<file path="src/lac_pkg.sv">
// Shared types and constants for the luminance autocontrast unit.
package lac_pkg;

   localparam int CHAN_W  = 8;
   localparam int LUMA_W  = 24;
   localparam int TRIM_W  = 15;
   localparam int MUL_A_W = 24;
   localparam int MUL_B_W = 16;
   localparam int PROD_W  = MUL_A_W + MUL_B_W;
   localparam int NUMER_W = 32;

   localparam logic [MUL_B_W-1:0] WEIGHT_RED   = 16'd13926;
   localparam logic [MUL_B_W-1:0] WEIGHT_GREEN = 16'd46885;
   localparam logic [MUL_B_W-1:0] WEIGHT_BLUE  = 16'd4725;

   localparam logic [LUMA_W-1:0] LUMA_START_MIN = 24'hFF0000;
   localparam logic [LUMA_W-1:0] LUMA_START_MAX = 24'h000000;
   localparam logic [TRIM_W-1:0] TRIM_RESET     = 15'd655;
   localparam logic [CHAN_W-1:0] CHAN_FULL      = 8'd255;

   localparam logic OP_MEASURE = 1'b0;
   localparam logic OP_APPLY   = 1'b1;

   typedef struct packed {
      logic [MUL_A_W-1:0] multiplicand;
      logic [MUL_B_W-1:0] multiplier;
   } mul_req_type;

   typedef struct packed {
      logic               start;
      logic [NUMER_W-1:0] numer;
      logic [LUMA_W-1:0]  denom;
   } div_req_type;

   typedef struct packed {
      logic              done;
      logic [CHAN_W-1:0] quot;
   } div_rsp_type;

endpackage

</file>
<file path="src/lac_mul.sv">
// Shared registered multiplier used for luminance weights and range trimming.
module lac_mul (
   input  logic                         clock,
   input  lac_pkg::mul_req_type         mul_req,
   output logic [lac_pkg::PROD_W-1:0]   product
);
   import lac_pkg::*;

   logic [PROD_W-1:0] product_ff;
   logic [PROD_W-1:0] product_in;

   assign product_in = {{MUL_B_W{1'b0}}, mul_req.multiplicand}
                     * {{MUL_A_W{1'b0}}, mul_req.multiplier};

   always_ff @(posedge clock) begin
      product_ff <= product_in;
   end

   assign product = product_ff;

endmodule

</file>
<file path="src/lac_div.sv">
// Restoring divider giving an 8-bit quotient that saturates at 255.
module lac_div (
   input  logic                 clock,
   input  logic                 reset,
   input  lac_pkg::div_req_type div_req,
   output lac_pkg::div_rsp_type div_rsp
);
   import lac_pkg::*;

   logic                 active_ff, active_in;
   logic                 done_ff, done_in;
   logic [2:0]           cnt_ff, cnt_in;
   logic [NUMER_W-1:0]   rem_ff, rem_in;
   logic [NUMER_W-2:0]   dsh_ff, dsh_in;
   logic [CHAN_W-1:0]    quot_ff, quot_in;
   logic                 step_ge;
   logic                 overflow;

   // Any quotient of 256 or more clamps, so only eight quotient bits are formed.
   assign overflow = div_req.numer >= {div_req.denom, 8'b0};
   assign step_ge  = rem_ff >= {1'b0, dsh_ff};

   always_comb begin
      active_in = active_ff;
      done_in   = 1'b0;
      cnt_in    = cnt_ff;
      rem_in    = rem_ff;
      dsh_in    = dsh_ff;
      quot_in   = quot_ff;
      if (div_req.start) begin
         if (overflow) begin
            quot_in   = CHAN_FULL;
            done_in   = 1'b1;
            active_in = 1'b0;
         end else begin
            rem_in    = div_req.numer;
            dsh_in    = {div_req.denom, 7'b0};
            cnt_in    = 3'd7;
            quot_in   = '0;
            active_in = 1'b1;
         end
      end else if (active_ff) begin
         if (step_ge) begin
            rem_in = rem_ff - {1'b0, dsh_ff};
         end
         quot_in = {quot_ff[CHAN_W-2:0], step_ge};
         dsh_in  = {1'b0, dsh_ff[NUMER_W-2:1]};
         cnt_in  = cnt_ff - 3'd1;
         if (cnt_ff == 3'd0) begin
            active_in = 1'b0;
            done_in   = 1'b1;
         end
      end
   end

   always_ff @(posedge clock) begin
      if (reset) begin
         active_ff <= 1'b0;
         done_ff   <= 1'b0;
      end else begin
         active_ff <= active_in;
         done_ff   <= done_in;
      end
      cnt_ff  <= cnt_in;
      rem_ff  <= rem_in;
      dsh_ff  <= dsh_in;
      quot_ff <= quot_in;
   end

   assign div_rsp.done = done_ff;
   assign div_rsp.quot = quot_ff;

endmodule

</file>
<file path="src/luminance_autocontrast_unit.sv">
// Top level of the luminance autocontrast unit: sequencer, range state and result word.
//
//   channel   direction  handshake            payload
//   req_      in         req_valid/req_stall  opcode, first_pixel, red/green/blue_in
//   rsp_      out        rsp_valid/rsp_stall  red/green/blue_out, range_error
//   csr_      in         csr_write_enable     csr_write_data (trim_fraction)
//
// A measure word makes three passes through the shared multiplier and then a fold.
// An apply word runs two trim multiplies and a range check, then, if the range is valid,
// per channel a setup step and a divide unless it clamps to zero, then loads the result.
// Reset is synchronous; the range restarts at minimum 255.0 and maximum 0.
// The unit takes a new word while a finished result waits under rsp_stall, and holds
// a later result in its final state until the output register is free.
module luminance_autocontrast_unit (
   input  logic       clock,
   input  logic       reset,
   input  logic       req_valid,
   output logic       req_stall,
   input  logic       req_opcode,
   input  logic       req_first_pixel,
   input  logic [7:0] req_red_in,
   input  logic [7:0] req_green_in,
   input  logic [7:0] req_blue_in,
   output logic       rsp_valid,
   input  logic       rsp_stall,
   output logic [7:0] rsp_red_out,
   output logic [7:0] rsp_green_out,
   output logic [7:0] rsp_blue_out,
   output logic       rsp_range_error,
   input  logic       csr_write_enable,
   input  logic [14:0] csr_write_data
);
   import lac_pkg::*;

   localparam logic [3:0] S_IDLE = 4'd0;
   localparam logic [3:0] S_LUMA = 4'd1;
   localparam logic [3:0] S_FOLD = 4'd2;
   localparam logic [3:0] S_T1   = 4'd3;
   localparam logic [3:0] S_T1W  = 4'd4;
   localparam logic [3:0] S_T2   = 4'd5;
   localparam logic [3:0] S_T2W  = 4'd6;
   localparam logic [3:0] S_CHK  = 4'd7;
   localparam logic [3:0] S_CH   = 4'd8;
   localparam logic [3:0] S_DIV  = 4'd9;
   localparam logic [3:0] S_OUT  = 4'd10;

   localparam int SW = LUMA_W + 2;

   logic [3:0]          state_ff, state_in;
   logic [1:0]          lcnt_ff, lcnt_in;
   logic [1:0]          chan_ff, chan_in;
   logic                first_ff, first_in;
   logic [CHAN_W-1:0]   red_ff, red_in, green_ff, green_in, blue_ff, blue_in;
   logic [LUMA_W-1:0]   acc_ff, acc_in;
   logic [LUMA_W-1:0]   min_ff, min_in, max_ff, max_in;
   logic [TRIM_W-1:0]   trim_ff, trim_in;
   logic                neg_ff, neg_in;
   logic signed [SW-1:0] high_ff, high_in, low_ff, low_in;
   logic [LUMA_W-1:0]   denom_ff, denom_in;
   logic [CHAN_W-1:0]   chan_q_ff [3];
   logic [CHAN_W-1:0]   chan_q_in [3];
   logic                err_ff, err_in;
   logic                rsp_valid_ff, rsp_valid_in;
   logic [CHAN_W-1:0]   rsp_red_ff, rsp_red_in, rsp_green_ff, rsp_green_in;
   logic [CHAN_W-1:0]   rsp_blue_ff, rsp_blue_in;
   logic                rsp_err_ff, rsp_err_in;

   logic                req_accept;
   logic                out_free;
   logic [PROD_W-1:0]   product;
   mul_req_type         mul_req;
   div_req_type         div_req;
   div_rsp_type         div_rsp;

   logic [LUMA_W-1:0]   luma;
   logic [LUMA_W-1:0]   min_eff, max_eff;
   logic signed [SW-1:0] span_s, diff_s, trim_t, stretch_x;
   logic [LUMA_W-1:0]   span_mag, diff_mag;
   logic [CHAN_W-1:0]   chan_pix;
   logic [LUMA_W-1:0]   x_mag;

   assign req_stall  = (state_ff != S_IDLE);
   assign req_accept = req_valid && !req_stall;
   assign out_free   = !rsp_valid_ff || !rsp_stall;

   assign luma    = acc_ff;
   assign min_eff = first_ff ? LUMA_START_MIN : min_ff;
   assign max_eff = first_ff ? LUMA_START_MAX : max_ff;

   // Trim terms are worked in sign and magnitude so the product truncates toward zero.
   assign span_s   = $signed({2'b00, max_ff}) - $signed({2'b00, min_ff});
   assign diff_s   = high_ff - $signed({2'b00, min_ff});
   assign span_mag = span_s[SW-1] ? LUMA_W'(-span_s) : span_s[LUMA_W-1:0];
   assign diff_mag = diff_s[SW-1] ? LUMA_W'(-diff_s) : diff_s[LUMA_W-1:0];
   assign trim_t   = $signed({2'b00, product[PROD_W-1:MUL_B_W]});

   always_comb begin
      case (chan_ff)
         2'd0:    chan_pix = red_ff;
         2'd1:    chan_pix = green_ff;
         default: chan_pix = blue_ff;
      endcase
   end

   assign stretch_x = $signed({2'b00, chan_pix, 16'b0}) - low_ff;
   assign x_mag     = stretch_x[LUMA_W-1:0];

   always_comb begin
      mul_req.multiplicand = '0;
      mul_req.multiplier   = '0;
      case (state_ff)
         S_LUMA: begin
            case (lcnt_ff)
               2'd0: begin
                  mul_req.multiplicand = {16'b0, red_ff};
                  mul_req.multiplier   = WEIGHT_RED;
               end
               2'd1: begin
                  mul_req.multiplicand = {16'b0, green_ff};
                  mul_req.multiplier   = WEIGHT_GREEN;
               end
               2'd2: begin
                  mul_req.multiplicand = {16'b0, blue_ff};
                  mul_req.multiplier   = WEIGHT_BLUE;
               end
               default: begin
                  mul_req.multiplicand = '0;
                  mul_req.multiplier   = '0;
               end
            endcase
         end
         S_T1: begin
            mul_req.multiplicand = span_mag;
            mul_req.multiplier   = {1'b0, trim_ff};
         end
         S_T2: begin
            mul_req.multiplicand = diff_mag;
            mul_req.multiplier   = {1'b0, trim_ff};
         end
         default: begin
            mul_req.multiplicand = '0;
            mul_req.multiplier   = '0;
         end
      endcase
   end

   always_comb begin
      state_in     = state_ff;
      lcnt_in      = lcnt_ff;
      chan_in      = chan_ff;
      first_in     = first_ff;
      red_in       = red_ff;
      green_in     = green_ff;
      blue_in      = blue_ff;
      acc_in       = acc_ff;
      min_in       = min_ff;
      max_in       = max_ff;
      trim_in      = csr_write_enable ? csr_write_data : trim_ff;
      neg_in       = neg_ff;
      high_in      = high_ff;
      low_in       = low_ff;
      denom_in     = denom_ff;
      chan_q_in    = chan_q_ff;
      err_in       = err_ff;
      rsp_valid_in = rsp_valid_ff && rsp_stall;
      rsp_red_in   = rsp_red_ff;
      rsp_green_in = rsp_green_ff;
      rsp_blue_in  = rsp_blue_ff;
      rsp_err_in   = rsp_err_ff;
      div_req.start = 1'b0;
      div_req.numer = {x_mag, 8'b0} - {8'b0, x_mag};
      div_req.denom = denom_ff;

      case (state_ff)
         S_IDLE: begin
            if (req_accept) begin
               first_in = req_first_pixel;
               red_in   = req_red_in;
               green_in = req_green_in;
               blue_in  = req_blue_in;
               lcnt_in  = 2'd0;
               acc_in   = '0;
               state_in = (req_opcode == OP_APPLY) ? S_T1 : S_LUMA;
            end
         end
         S_LUMA: begin
            // The product of the previous weight arrives in the cycle after issue.
            if (lcnt_ff != 2'd0) begin
               acc_in = acc_ff + product[LUMA_W-1:0];
            end
            lcnt_in = lcnt_ff + 2'd1;
            if (lcnt_ff == 2'd3) begin
               state_in = S_FOLD;
            end
         end
         S_FOLD: begin
            min_in   = (luma < min_eff) ? luma : min_eff;
            max_in   = (luma > max_eff) ? luma : max_eff;
            state_in = S_IDLE;
         end
         S_T1: begin
            neg_in   = span_s[SW-1];
            state_in = S_T1W;
         end
         S_T1W: begin
            high_in  = neg_ff ? $signed({2'b00, max_ff}) + trim_t
                              : $signed({2'b00, max_ff}) - trim_t;
            state_in = S_T2;
         end
         S_T2: begin
            neg_in   = diff_s[SW-1];
            state_in = S_T2W;
         end
         S_T2W: begin
            low_in   = neg_ff ? $signed({2'b00, min_ff}) - trim_t
                              : $signed({2'b00, min_ff}) + trim_t;
            state_in = S_CHK;
         end
         S_CHK: begin
            chan_in = 2'd0;
            if (high_ff <= low_ff) begin
               err_in       = 1'b1;
               chan_q_in[0] = '0;
               chan_q_in[1] = '0;
               chan_q_in[2] = '0;
               state_in     = S_OUT;
            end else begin
               err_in   = 1'b0;
               denom_in = LUMA_W'(high_ff - low_ff);
               state_in = S_CH;
            end
         end
         S_CH: begin
            if (stretch_x[SW-1] || (stretch_x == '0)) begin
               // At or below the trimmed low the channel clamps to zero.
               chan_q_in[chan_ff] = '0;
               chan_in            = chan_ff + 2'd1;
               state_in           = (chan_ff == 2'd2) ? S_OUT : S_CH;
            end else begin
               div_req.start = 1'b1;
               state_in      = S_DIV;
            end
         end
         S_DIV: begin
            if (div_rsp.done) begin
               chan_q_in[chan_ff] = div_rsp.quot;
               chan_in            = chan_ff + 2'd1;
               state_in           = (chan_ff == 2'd2) ? S_OUT : S_CH;
            end
         end
         S_OUT: begin
            if (out_free) begin
               rsp_valid_in = 1'b1;
               rsp_red_in   = chan_q_ff[0];
               rsp_green_in = chan_q_ff[1];
               rsp_blue_in  = chan_q_ff[2];
               rsp_err_in   = err_ff;
               state_in     = S_IDLE;
            end
         end
         default: begin
            state_in = S_IDLE;
         end
      endcase
   end

   always_ff @(posedge clock) begin
      if (reset) begin
         state_ff     <= S_IDLE;
         rsp_valid_ff <= 1'b0;
         min_ff       <= LUMA_START_MIN;
         max_ff       <= LUMA_START_MAX;
         trim_ff      <= TRIM_RESET;
      end else begin
         state_ff     <= state_in;
         rsp_valid_ff <= rsp_valid_in;
         min_ff       <= min_in;
         max_ff       <= max_in;
         trim_ff      <= trim_in;
      end
      lcnt_ff      <= lcnt_in;
      chan_ff      <= chan_in;
      first_ff     <= first_in;
      red_ff       <= red_in;
      green_ff     <= green_in;
      blue_ff      <= blue_in;
      acc_ff       <= acc_in;
      neg_ff       <= neg_in;
      high_ff      <= high_in;
      low_ff       <= low_in;
      denom_ff     <= denom_in;
      chan_q_ff    <= chan_q_in;
      err_ff       <= err_in;
      rsp_red_ff   <= rsp_red_in;
      rsp_green_ff <= rsp_green_in;
      rsp_blue_ff  <= rsp_blue_in;
      rsp_err_ff   <= rsp_err_in;
   end

   lac_mul u_mul (
      .clock   (clock),
      .mul_req (mul_req),
      .product (product)
   );

   lac_div u_div (
      .clock   (clock),
      .reset   (reset),
      .div_req (div_req),
      .div_rsp (div_rsp)
   );

   assign rsp_valid       = rsp_valid_ff;
   assign rsp_red_out     = rsp_red_ff;
   assign rsp_green_out   = rsp_green_ff;
   assign rsp_blue_out    = rsp_blue_ff;
   assign rsp_range_error = rsp_err_ff;

`ifndef SYNTHESIS
   a_div_done_in_div: assert property (@(posedge clock) disable iff (reset)
      div_rsp.done |-> (state_ff == S_DIV))
      else $error("divider finished outside the divide state");

   a_error_zero: assert property (@(posedge clock) disable iff (reset)
      (rsp_valid && rsp_range_error) |->
         (rsp_red_out == '0 && rsp_green_out == '0 && rsp_blue_out == '0))
      else $error("range error word carries nonzero channels");

   a_fold_order: assert property (@(posedge clock) disable iff (reset)
      (state_ff == S_FOLD) |=> (min_ff <= max_ff))
      else $error("luminance minimum above maximum after a measure");

   a_start_from_ch: assert property (@(posedge clock) disable iff (reset)
      div_req.start |=> (state_ff == S_DIV))
      else $error("divider started without entering the divide state");
`endif

endmodule
</file>
<file path="config.mk">
export PLATFORM = sky130hd
export DESIGN_NAME = luminance_autocontrast_unit
export DESIGN_NICKNAME = d
export VERILOG_FILES = /design/src/lac_pkg.sv /design/src/lac_mul.sv /design/src/lac_div.sv /design/src/luminance_autocontrast_unit.sv
export SDC_FILE = /design/constraint.sdc
export NUM_CORES = 2
export LEC_CHECK = 0
export BUFFER_PORTS_ARGS = -buffer_cell sky130_fd_sc_hd__buf_2
export CAP_MARGIN = 10
export CORE_ASPECT_RATIO = 0.6
export CORE_MARGIN = 2
export CORE_UTILIZATION = 55
export CTS_CLUSTER_SIZE = 8
export DETAILED_ROUTE_END_ITERATION = 7
export PLACE_DENSITY = 0.74
export SLEW_MARGIN = 20
export SYNTH_ARGS = -nofsm -noshare
export SYNTH_HDL_FRONTEND = slang
export SYNTH_SLANG_ARGS = --single-unit
</file>
<file path="constraint.sdc">
create_clock -name clock -period 8.95 [get_ports clock]
set_input_delay 0.4475 -clock clock [delete_from_list [all_inputs] [get_ports clock]]
set_output_delay 0.4475 -clock clock [all_outputs]
set_load 0.01 [all_outputs]
</file>
==> results.toml <==
[place]
gp_congestion = 1.06
placed_cells = 5993
placed_cell_area_um2 = 45400
port_buffers = 72
place_worst_setup_slack_ns = -0.432
dpl.hpwl_um = 119000

[outcome]
outcome = "complete, no violations"

[drt]
first_iter_violations = 5079
wire_per_inst_um = 23.9
drc_errors = 0
avgViaCountPerCell = 6.13
drt_wl_total_um = 148000
dr.pass1.iters = 7
top_layer = "met5"
m1WireLength_um = 65900
wl_met2_um = 51600
ant_nets = 0
wl_met3_um = 27000
vias = 37942

[timing]
clock_skew_ns = 0.0511
rsz0062_at_grt = "yes"
fin_ws_ns = 0.0381
final-hold-violation-count = 0
timing.final.crit_share_pct = 99.6
drv_slew = 0
setup_viol = 0
fmax_mhz = 112
worstMarginPinSlew_ns = 1.33
fin_crit_ns = 8.91
holdWs_ns = 0.0346
slew_headroom_pct = 10.6

[global_route]
grt_pass1_wl_um = 216000
grt_overflow_total = 0
grt_max_degree = 98
track_usage_pct = 37.0
grt_pass1_vias = 34770
grt_antenna_before_repair = 11

[cts]
cts_inserted_buffers = 52
clk_latency_ns = 0.64
cts.clk_slew.worst_paths_ns = 0.07
clk_path_buf_depth = 3
cts_root_buffer = "clkbuf_16"
htreeDepth = 2
clock-sinks = 364
cts_tree = "yes"

[cells_and_area]
drive_above_1_share_pct = 16.9
syn_to_final_growth_pct = 18.8
layout_commonest_cell = "inv_1"
mostFrequentLayoutCells = "inv_1 (581), nand2_1 (447), ha_1 (419)"
fin_nets = 5955
final_cells = 6190
final_area_um2 = 49300

[floorplan]
dieWidth_um = 359
rows = 77
die_h_um = 217
io_pins = 73
coreArea_um2 = 74200
die_area_um2 = 77800
initial_utilization_pct = 56.0

[worst_setup_path]
slowest_stage = "fa_2"
critical_path.top_delay_family = "adder cells"
setup.worst_path.end_class = "flop"
startpoint_type = "flop"
critical_path_required_ns = 9.45
path_class = "flop to flop"
path_common_cell = "fa_1"
worstPathArrival_ns = 9.41
critPathBufInv = 8
worst_path_largest_cell_delay_ns = 0.54
path_max_fanout = 5

[power_and_ir_drop]
powerDensity_nw_per_um2 = 310
pwr-share-clk_pct = 12.5
p_switching_mw = 7.64
power_switching_share_pct = 49.9
power_mw = 15.3
vdd_ir_drop_max_v = 0.000299
leakage_nw = 22.3
seqPwrFrac_pct = 18.3
pwr-share-comb_pct = 69.2
internal_power_mw = 7.66

[run]
drv_cap = 0

[synth]
syn_area_per_cell_um2 = 8.82
synth_cell_type_count = 107
synth-seq-cells = 364
netlist_area_um2 = 41500
netlist_instances = 4704
async_flop_share_pct = 0
synth-main-ff-cell = "edfxtp_1"
synth_enable_flop_cells = 254
ys_seq_area_share_pct = 23.7
synth_warnings = 0

[worst_hold_path]
hp-class = "input pin to flop"
==> cells in the mapped netlist, types with 27 or more instances <==
| master | n | share of area [%] |
|---|---|---|
| inv_1 | 605 | 5.5 |
| nand2_1 | 465 | 4.2 |
| ha_1 | 446 | 13 |
| nor2_1 | 358 | 3.2 |
| fa_1 | 315 | 15 |
| edfxtp_1 | 254 | 18 |
| a21oi_1 | 247 | 3.0 |
| o21ai_0 | 181 | 2.2 |
| xnor2_1 | 176 | 3.7 |
| clkbuf_1 | 126 | 1.1 |
| and2_1 | 114 | 1.7 |
| a21o_1 | 113 | 2.0 |
| dfxtp_1 | 110 | 5.3 |
| nand3_1 | 106 | 1.3 |
| nor3_1 | 101 | 1.2 |
| nand2b_1 | 88 | 1.3 |
| xor2_1 | 79 | 1.7 |
| nor2b_1 | 58 | 0.87 |
| o21a_1 | 53 | 0.96 |
| mux2i_1 | 49 | 1.2 |
| o21bai_1 | 44 | 0.80 |
| a31oi_1 | 38 | 0.57 |
| nand4_1 | 38 | 0.57 |
| or3_1 | 32 | 0.48 |
| o211ai_1 | 27 | 0.49 |
==> power by group through the flow <==
| stage | clock network, mW | logic [mW] | registers (mW) |
|---|---|---|---|
| global placement | 0 | 9.05 | 2.78 |
| floorplan | 0 | 5.67 | 2.59 |
| CTS | 1.91 | 9.34 | 2.76 |
| global route | 1.99 | 11.2 | 2.80 |
| finish | 1.91 | 10.6 | 2.80 |
| detailed placement | 0 | 9.14 | 2.79 |
==> metal layers <==
metal	GRT usage, %	vias up
met4	6.76	16
met5	0	-
met3	19.9	226
li1	-	17109
met1	57.7	18088
met2	43.2	2503
==> final cells by class <==
type	count	area [um2]
Fill cell	5910	24900
Tap cell	987	1230
Clock buffer	90	1470
Clock inverter	4	71.3
Sequential cell	364	9850
Multi-Input combinational cell	3581	30200
Timing Repair Buffer	543	4190
Antenna cell	15	37.5
Inverter	606	2270
==> per-stage QoR <==
step	utilization, %	TNS, ns
5_1_grt	66.4	-1.05
3_3_place_gp	61.2	-0.962
6_report	66.4	0
2_1_floorplan	-	0
4_1_cts	64.1	0
3_5_place_dp	61.2	-2.55
==> kinds of logic (layout without fill, tap and decap cells) <==
logic type / count (synthesis) / after routing / share of synthesized area [%]
DFF: 364 / 364 / 23.7
muxes: 55 / 55 / 1.34
AOI/OAI and AO/OA: 1008 / 1008 / 16.6
other: 2 / 31 / 0.0181
xor gates and xnor gates: 255 / 255 / 5.38
adders and majority gates: 761 / 761 / 28.6
and+or+nand+nor: 1485 / 1486 / 17.2
buffers and inverters: 774 / 1243 / 7.16
==> final timing paths <==
kind                                              start                         to  slack (ns)  depth (start not counted)
worst min-delay path                  csr_write_data[3]    trim_ff[3]$_SDFFE_PP1P_        0.03                          3
worst max-delay path            min_ff[12]$_SDFFE_PP0N_  u_mul.product[38]$_DFF_P_        0.04                         37
worst min register to register         err_ff$_DFFE_PP_  rsp_range_error$_DFFE_PP_        0.43                          0
worst max register to register  min_ff[12]$_SDFFE_PP0N_  u_mul.product[38]$_DFF_P_        0.04                         37
==> state kept, by name (all words and copies together), names as in the netlist, 26 cells and up <==
name and cells:
high_ff 26, low_ff 26, u_div.dsh_ff 31, u_div.rem_ff 32
u_mul.product 40
==> what timing repair did <==
action                                  CTS  global route
endpoints found under the setup margin   15            25
gates resized for setup                  54           270
endpoints found under the hold margin    24             0
hold buffers                             24             0
pin swaps                                22           206
gates cloned                              0             7
buffers inserted                          6            56
==> worst register-to-register path: cells and delay by family (launching register included) <==
kind,cells,cell delay [ns]
AO/OA/AOI/OAI,10,1.73
XOR/XNOR,2,0.67
adder cells (fa/ha/maj),8,3.83
buffers and inverters,8,0.91
flip-flops,1,0.40
AND/OR/NAND/NOR,9,1.28
No activity file was read; power rests on OpenSTA's default activity.
